===== config.mk =====
export PLATFORM = sky130hd
export DESIGN_NAME = telemetry_frame_builder
export DESIGN_NICKNAME = d
export VERILOG_FILES = /design/src/tfb_pkg.sv /design/src/telemetry_frame_builder.sv
export SDC_FILE = /design/constraint.sdc
export NUM_CORES = 1
export LEC_CHECK = 0
export BUFFER_PORTS_ARGS = -buffer_cell sky130_fd_sc_hd__buf_2
export CAP_MARGIN = 20
export CORE_UTILIZATION = 61
export CTS_BUF_LIST = sky130_fd_sc_hd__clkbuf_4
export DETAILED_ROUTE_END_ITERATION = 7
export MAX_ROUTING_LAYER = met4
export PLACE_DENSITY = 0.9
export REMOVE_ABC_BUFFERS = 1
export SETUP_SLACK_MARGIN = 0.15
export SLEW_MARGIN = 15
export SYNTH_ARGS = -nofsm -noshare
export SYNTH_HDL_FRONTEND = slang
export SYNTH_SLANG_ARGS = --single-unit

===== constraint.sdc =====
create_clock -name clk_i -period 5.75 [get_ports clk_i]
set_input_delay 0.575 -clock clk_i [delete_from_list [all_inputs] [get_ports clk_i]]
set_output_delay 0.575 -clock clk_i [all_outputs]
set_load 0.01 [all_outputs]

===== src/tfb_pkg.sv =====
// ----------------------------------------------------------------------------
// tfb_pkg: shared constants of the telemetry frame builder.
// Holds the frame sync byte, the configuration register indexes and their
// reset values, and the width of the configuration register index.
// ----------------------------------------------------------------------------
package tfb_pkg;

  // Width of the configuration register index.
  localparam int unsigned CfgIdxW = 2;

  // Configuration register indexes.
  localparam logic [CfgIdxW-1:0] RegSourceAddr = 2'd0;
  localparam logic [CfgIdxW-1:0] RegDestAddr   = 2'd1;

  // Reset values of the address registers.
  localparam logic [7:0] SourceAddrReset = 8'h01;
  localparam logic [7:0] DestAddrReset   = 8'hFE;

  // First byte of every frame.
  localparam logic [7:0] FrameSync = 8'hAB;

endpackage : tfb_pkg


===== src/telemetry_frame_builder.sv =====
// ----------------------------------------------------------------------------
// telemetry_frame_builder: telemetry frame serialiser with dual checksum.
//
// Input channel (in_valid_i / in_stall_o): one item per word. An item with
// start_frame_i set opens a frame of item_count_i payload items and emits the
// header 0xAB, source, destination, frame_id_i and the 16-bit little-endian
// payload length, followed by its payload. Later items add two bytes, low
// byte first; the final item adds its low byte and then the byte sum and the
// sum of sums. A non-start item while no frame is open is taken and dropped.
// Output channel (out_valid_o / out_stall_i): one frame byte per word, with
// frame_end_o set on the second checksum byte.
// Configuration channel (cfg_valid_i / cfg_ready_o): always ready; index 0 is
// the source address, index 1 the destination address, others are ignored.
// Throughput is one output byte per cycle when unstalled, set by the output
// register. The sequencer spends two bytes on a middle item, three on a final
// one, eight on a start item, nine on a single-item frame. The next item is
// taken in the cycle the sequencer emits the last byte of the current one. The
// first byte passes the job register, then the output register. Reset empties
// both stages, closes any frame and restores the address registers. While the
// receiver stalls, the output word holds and the sequencer waits.
// ----------------------------------------------------------------------------
module telemetry_frame_builder #(
  parameter int unsigned MAX_ITEMS = 128
) (
  input  logic                        clk_i,
  input  logic                        rst_ni,
  // Configuration write channel
  input  logic                        cfg_valid_i,
  output logic                        cfg_ready_o,
  input  logic [tfb_pkg::CfgIdxW-1:0] cfg_index_i,
  input  logic [7:0]                  cfg_data_i,
  // Input item channel
  input  logic                        in_valid_i,
  output logic                        in_stall_o,
  input  logic                        start_frame_i,
  input  logic [7:0]                  frame_id_i,
  input  logic [7:0]                  item_count_i,
  input  logic [15:0]                 payload_value_i,
  // Output byte channel
  output logic                        out_valid_o,
  input  logic                        out_stall_i,
  output logic [7:0]                  out_byte_o,
  output logic                        frame_end_o
);
  import tfb_pkg::*;

  localparam int unsigned CntW = $clog2(MAX_ITEMS + 1);

  // Byte positions of the sequencer.
  typedef enum logic [3:0] {
    StSync,
    StSrc,
    StDst,
    StId,
    StLenLo,
    StLenHi,
    StLo,
    StHi,
    StCk0,
    StCk1
  } step_e;

  // Configuration registers.
  logic [7:0] src_addr_q, dst_addr_q;

  // Frame control state, updated when an item is accepted.
  logic            frame_open_q, frame_open_d;
  logic [CntW-1:0] remaining_q, remaining_d;

  // Sequencer job register.
  logic        job_valid_q, job_valid_d;
  step_e       step_q, step_d;
  logic [7:0]  job_id_q;
  logic [15:0] job_len_q;
  logic [15:0] job_word_q;
  logic        job_last_q;

  // Running checksums.
  logic [7:0] byte_sum_q, byte_sum_d;
  logic [7:0] sos_q, sos_d;

  // Output register.
  logic       out_valid_q;
  logic [7:0] out_byte_q;
  logic       frame_end_q;

  // Handshake and control signals.
  logic            out_adv, emit, job_done, accept, load_job;
  logic            item_last;
  logic [CntW-1:0] count_sat;
  logic [15:0]     frame_len;
  logic [7:0]      seq_byte;
  logic            seq_is_data;
  logic [7:0]      sum_base, sos_base;
  step_e           step_next;

  // Configuration writes are always taken.
  assign cfg_ready_o = 1'b1;

  always_ff @(posedge clk_i or negedge rst_ni) begin
    if (!rst_ni) begin
      src_addr_q <= SourceAddrReset;
      dst_addr_q <= DestAddrReset;
    end else if (cfg_valid_i) begin
      case (cfg_index_i)
        RegSourceAddr: src_addr_q <= cfg_data_i;
        RegDestAddr:   dst_addr_q <= cfg_data_i;
        default: ;
      endcase
    end
  end

  // Handshakes: the output register moves when empty or taken, and a new
  // item enters as the sequencer emits the last byte of the current one.
  assign out_adv  = !out_valid_q || !out_stall_i;
  assign emit     = job_valid_q && out_adv;
  assign job_done = emit && (step_q == StHi || step_q == StCk1);
  assign in_stall_o = job_valid_q && !job_done;
  assign accept   = in_valid_i && !in_stall_o;
  assign load_job = accept && (start_frame_i || frame_open_q);

  // Item count clamped to one..MAX_ITEMS, and the resulting payload length.
  always_comb begin
    if (item_count_i == 8'd0) begin
      count_sat = CntW'(1);
    end else if (item_count_i > 8'(MAX_ITEMS)) begin
      count_sat = CntW'(MAX_ITEMS);
    end else begin
      count_sat = CntW'(item_count_i);
    end
    frame_len = (16'(count_sat - CntW'(1)) << 1) | 16'd1;
  end

  // Frame control: decide whether this item is the last one of its frame.
  always_comb begin
    frame_open_d = frame_open_q;
    remaining_d  = remaining_q;
    item_last    = 1'b0;
    if (start_frame_i) begin
      item_last = (count_sat == CntW'(1));
    end else begin
      item_last = (remaining_q <= CntW'(1));
    end
    if (load_job) begin
      if (item_last) begin
        frame_open_d = 1'b0;
        remaining_d  = '0;
      end else begin
        frame_open_d = 1'b1;
        remaining_d  = start_frame_i ? (count_sat - CntW'(1)) : (remaining_q - CntW'(1));
      end
    end
  end

  always_ff @(posedge clk_i or negedge rst_ni) begin
    if (!rst_ni) begin
      frame_open_q <= 1'b0;
      remaining_q  <= '0;
    end else if (accept) begin
      frame_open_q <= frame_open_d;
      remaining_q  <= remaining_d;
    end
  end

  // Byte selection for the current sequencer position.
  always_comb begin
    seq_is_data = 1'b1;
    step_next   = StSync;
    case (step_q)
      StSync: begin
        seq_byte  = FrameSync;
        step_next = StSrc;
      end
      StSrc: begin
        seq_byte  = src_addr_q;
        step_next = StDst;
      end
      StDst: begin
        seq_byte  = dst_addr_q;
        step_next = StId;
      end
      StId: begin
        seq_byte  = job_id_q;
        step_next = StLenLo;
      end
      StLenLo: begin
        seq_byte  = job_len_q[7:0];
        step_next = StLenHi;
      end
      StLenHi: begin
        seq_byte  = job_len_q[15:8];
        step_next = StLo;
      end
      StLo: begin
        seq_byte  = job_word_q[7:0];
        step_next = job_last_q ? StCk0 : StHi;
      end
      StHi: begin
        seq_byte  = job_word_q[15:8];
      end
      StCk0: begin
        seq_byte    = byte_sum_q;
        seq_is_data = 1'b0;
        step_next   = StCk1;
      end
      StCk1: begin
        seq_byte    = sos_q;
        seq_is_data = 1'b0;
      end
      default: begin
        seq_byte    = 8'd0;
        seq_is_data = 1'b0;
      end
    endcase
  end

  // Running sums restart on the sync byte; checksum bytes are not summed.
  always_comb begin
    sum_base   = (step_q == StSync) ? 8'd0 : byte_sum_q;
    sos_base   = (step_q == StSync) ? 8'd0 : sos_q;
    byte_sum_d = sum_base + seq_byte;
    sos_d      = sos_base + byte_sum_d;
  end

  always_ff @(posedge clk_i or negedge rst_ni) begin
    if (!rst_ni) begin
      byte_sum_q <= 8'd0;
      sos_q      <= 8'd0;
    end else if (emit && seq_is_data) begin
      byte_sum_q <= byte_sum_d;
      sos_q      <= sos_d;
    end
  end

  // Sequencer job register.
  always_comb begin
    job_valid_d = job_valid_q;
    step_d      = step_q;
    if (load_job) begin
      job_valid_d = 1'b1;
      step_d      = start_frame_i ? StSync : StLo;
    end else if (job_done) begin
      job_valid_d = 1'b0;
    end else if (emit) begin
      step_d = step_next;
    end
  end

  // Sequencer state and the output register it feeds.
  always_ff @(posedge clk_i or negedge rst_ni) begin
    if (!rst_ni) begin
      job_valid_q <= 1'b0;
      step_q      <= StSync;
      out_valid_q <= 1'b0;
      out_byte_q  <= 8'd0;
      frame_end_q <= 1'b0;
    end else begin
      job_valid_q <= job_valid_d;
      step_q      <= step_d;
      if (out_adv) begin
        out_valid_q <= emit;
      end
      if (emit) begin
        out_byte_q  <= seq_byte;
        frame_end_q <= (step_q == StCk1);
      end
    end
  end

  always_ff @(posedge clk_i) begin
    if (load_job) begin
      job_id_q   <= frame_id_i;
      job_len_q  <= frame_len;
      job_word_q <= payload_value_i;
      job_last_q <= item_last;
    end
  end

  assign out_valid_o = out_valid_q;
  assign out_byte_o  = out_byte_q;
  assign frame_end_o = frame_end_q;

  // An idle sequencer never holds off the input.
  a_idle_no_stall : assert property (@(posedge clk_i) disable iff (!rst_ni)
    !job_valid_q |-> !in_stall_o)
    else $error("input stalled with no job in the sequencer");

  // Checksum bytes belong only to the final item of a frame.
  a_ck_only_last : assert property (@(posedge clk_i) disable iff (!rst_ni)
    (job_valid_q && (step_q == StCk0 || step_q == StCk1)) |-> job_last_q)
    else $error("checksum emitted for an item that does not close its frame");

  // A closed frame has no items outstanding.
  a_closed_empty : assert property (@(posedge clk_i) disable iff (!rst_ni)
    !frame_open_q |-> (remaining_q == '0))
    else $error("items outstanding while no frame is open");

endmodule : telemetry_frame_builder


==> reports/summary.txt <==
Status -> completed
# diodes -> 0
Clock Root Buffer -> clkbuf_4
Crit path capture type -> flop
TritonCTS clock tree -> built
Slew HR -> 0.3563
Fillers -> 607
CTS clk-pin slew, worst paths -> 170 ps
Effective utilization at floorplan -> 0.6390
Max-slew violation count -> 0
Syn. warnings -> 0
Share of cells above drive strength 1 -> 0.2210
Crit path time final -> 5065 ps
Number of I/O pins -> 60
DR DRC count -> 0
Max Fanout on Critical Path -> 15
Max-Cap Viols -> 0
Area leader, netlist -> dfrtp_1
Clock Tree Buf Depth -> 2
1st-iter DRT viols -> 362
Die Width -> 92.67 um
FF+latch area -> 2432 um^2
Synth cell count leaders -> nand2_1 (54), dfrtp_1 (48), edfxtp_1 (34), o21ai_0 (34)
Detailed Route WL -> 12100 um
Seq cells post-synth -> 90
Largest net degree at the start of global routing -> 57
Crit share post-route -> 0.8809
Total GRT Usage -> 0.3138
WS Path Type -> reg -> reg
Mapped Avg Cell Area -> 10.26 um^2
Clk_lat worst skew -> 450 ps
First-pass GRT wire length -> 19840 um
Worst vdd ir -> 0.2704 mV
Post-Syn Instances -> 489
Mapped Area -> 5015 um^2
WL/cell -> 18.50 um
Unique masters post-synth -> 60
Final count of negative-setup-slack endpoints -> 0
Nets@finish -> 615
Initial antenna violation count -> 0
PostCTS Resize Cnt -> 0
GRT overflow -> 0
Sink Count -> 90
Antenna Nets Post-Route -> 0
Core Box Area -> 7848 um^2
CTS H-tree lvls -> 3
Die ar. -> 8588 um^2
Area Overhead vs Synth -> 10.60%
Fin. Hold Viols -> 0
Final hold slack -> 233.1 ps
Sequential area share after synthesis -> 0.4850
Vias in the first global route -> 4009
Critical path startpoint category -> flop
Critical Path RT -> 6150 ps
Port Buffers -> 58
Unrepaired setup endpoints after global routing -> false
RD Place Congestion -> 0.9303
Num CTS Buffers -> 9
Transition time of the tightest slew-check pin -> 961.9 ps
Multi-input gate area -> 2410 um^2
Post-CTS setup buffer count -> 0
Crit path DAT -> 5460 ps
Hold_buf cts -> 0
F_max -> 197.4 MHz
Vias/cell -> 6.225
Hpwl dp -> 8960 um
Num rows -> 32
Final Skew -> 27.78 ps
Leak -> 2.314 nW
Top-count cell post-synth -> nand2_1
Via count -> 4071
DRT Pass-1 Iters -> 5
Chip Height -> 92.67 um
Hold WC Path Type -> in -> async
PD cells -> 624.6 nW/um^2
Largest cells by area after synthesis -> dfrtp_1 (24%), edfxtp_1 (20%), mux2_2 (6.3%)
Setup TNS -> 0 ps
Main flop type after synthesis -> dfrtp_1
Top cell type's share of synthesized area -> 0.2395
Number of synthesized flops with an enable pin -> 34
Fraction of registers with async set/reset -> 0.6222
-- critical path, stage by stage, from the launching register on --
cell and delay [ps]:
dfrtp_1 640, buf_4 250, mux2_2 340, a32o_1 240
nor4_1 700, inv_1 120, ha_1 320, a21o_1 180
a21oi_1 250, nor2b_1 100, o21a_1 170, nor2_1 100
xnor2_1 110, ha_1 240, or4_1 420, o22ai_1 220
xnor2_1 160, xnor3_1 220, nor2_1 120, xnor2_1 130
-- layer usage --
layer / routed length (um) / GRT usage / vias to the layer above
li1: - / - / 1911
met5: 0 / - / -
met1: 5015 / 0.3968 / 1948
met3: 811 / 0.05419 / 38
met4: 378 / 0.1359 / 0
met2: 5896 / 0.5012 / 174
-- kinds of logic after synthesis --
logic type | after synthesis | share of synthesized area
adder cells (fa/ha/maj) | 20 | 0.05290
multiplexers | 38 | 0.08283
XOR/XNOR | 14 | 0.02720
AO/OA/AOI/OAI | 119 | 0.1534
AND/OR/NAND/NOR | 162 | 0.1617
flip-flops | 90 | 0.4850
other | 2 | 0.001498
buffers and inverters | 44 | 0.03543
-- report_power, final --
part | internal [mW] | switching (mW)
Sequential | 0.879 | 0.143
Clock | 0.101 | 0.247
Combinational | 0.923 | 1.17
-- stage by stage --
step / instances / area [um^2] / util / total power, mW / worst slack, ps
after detailed placement: 638 / 5405 / 0.6888 / 3.094 / 798.4
after floorplan: 471 / 4935 / - / 2.559 / 1208
after CTS: 654 / 5542 / 0.7062 / 3.441 / 789.3
after global placement: 638 / 5405 / 0.6888 / 3.008 / 989.5
after global routing: 654 / 5547 / 0.7068 / 3.767 / 259.8
final: 654 / 5547 / 0.7068 / 3.465 / 684.7
-- path summary, 6_finish.rpt --
check,from,endpoint,slack (ps),cells after the start
worst max-delay path,step_q[3]$_DFFE_PN0P_,sos_q[7]$_DFFE_PN0P_,680,19
worst min-delay path,rst_ni,byte_sum_q[7]$_DFFE_PN0P_,230,2
worst max register to register,step_q[3]$_DFFE_PN0P_,sos_q[7]$_DFFE_PN0P_,680,19
worst min register to register,frame_end_o$_DFFE_PN0P_,frame_end_o$_DFFE_PN0P_,500,2
max in group asynchronous,rst_ni,remaining_q[0]$_DFFE_PN0P_,5010,2
min in group clk_i,payload_value_i[10],job_word_q[10]$_DFFE_PP_,290,1
-- state kept, by name (all words and copies together) (netlist names), 8 cells and up --
| signal | flops |
|---|---|
| job_word_q | 16 |
| byte_sum_q | 8 |
| job_len_q | 9 |
| sos_q | 8 |
| src_addr_q | 8 |
| job_id_q | 8 |
| out_byte_o | 8 |
| remaining_q | 8 |
| dst_addr_q | 8 |
-- cell usage in the layout, fill, tap and decap left out, drive strengths merged, types with 3 or more instances in the layout --
| cell type | n |
|---|---|
| dfrtp | 48 |
| a32oi | 4 |
| inv | 27 |
| nor3 | 12 |
| mux2 | 28 |
| nand4b | 3 |
| clkinv | 6 |
| nor2 | 24 |
| mux2i | 10 |
| a21o | 6 |
| buf | 65 |
| or4 | 6 |
| nand3 | 19 |
| o21ai | 36 |
| and2 | 3 |
| o21a | 4 |
| a31oi | 4 |
| o211ai | 7 |
| or3 | 8 |
| ha | 18 |
| xnor2 | 11 |
| o31ai | 5 |
| nor2b | 16 |
| a211oi | 3 |
| nand4 | 4 |
| nor4 | 4 |
| edfxtp | 34 |
| a22o | 8 |
| clkbuf | 9 |
| nand2 | 54 |
| dfstp | 8 |
| a21oi | 28 |
-- area by class of cell --
| cell class | count | area share |
|---|---|---|
| Sequential cell | 90 | 0.4385 |
| Multi-Input combinational cell | 355 | 0.4345 |
| Timing Repair Buffer | 65 | 0.06181 |
| Tap cell | 102 | 0.02301 |
| Inverter | 26 | 0.01760 |
| Clock inverter | 7 | 0.01241 |
| Clock buffer | 9 | 0.01218 |
No activity file was read; power rests on OpenSTA's default activity.
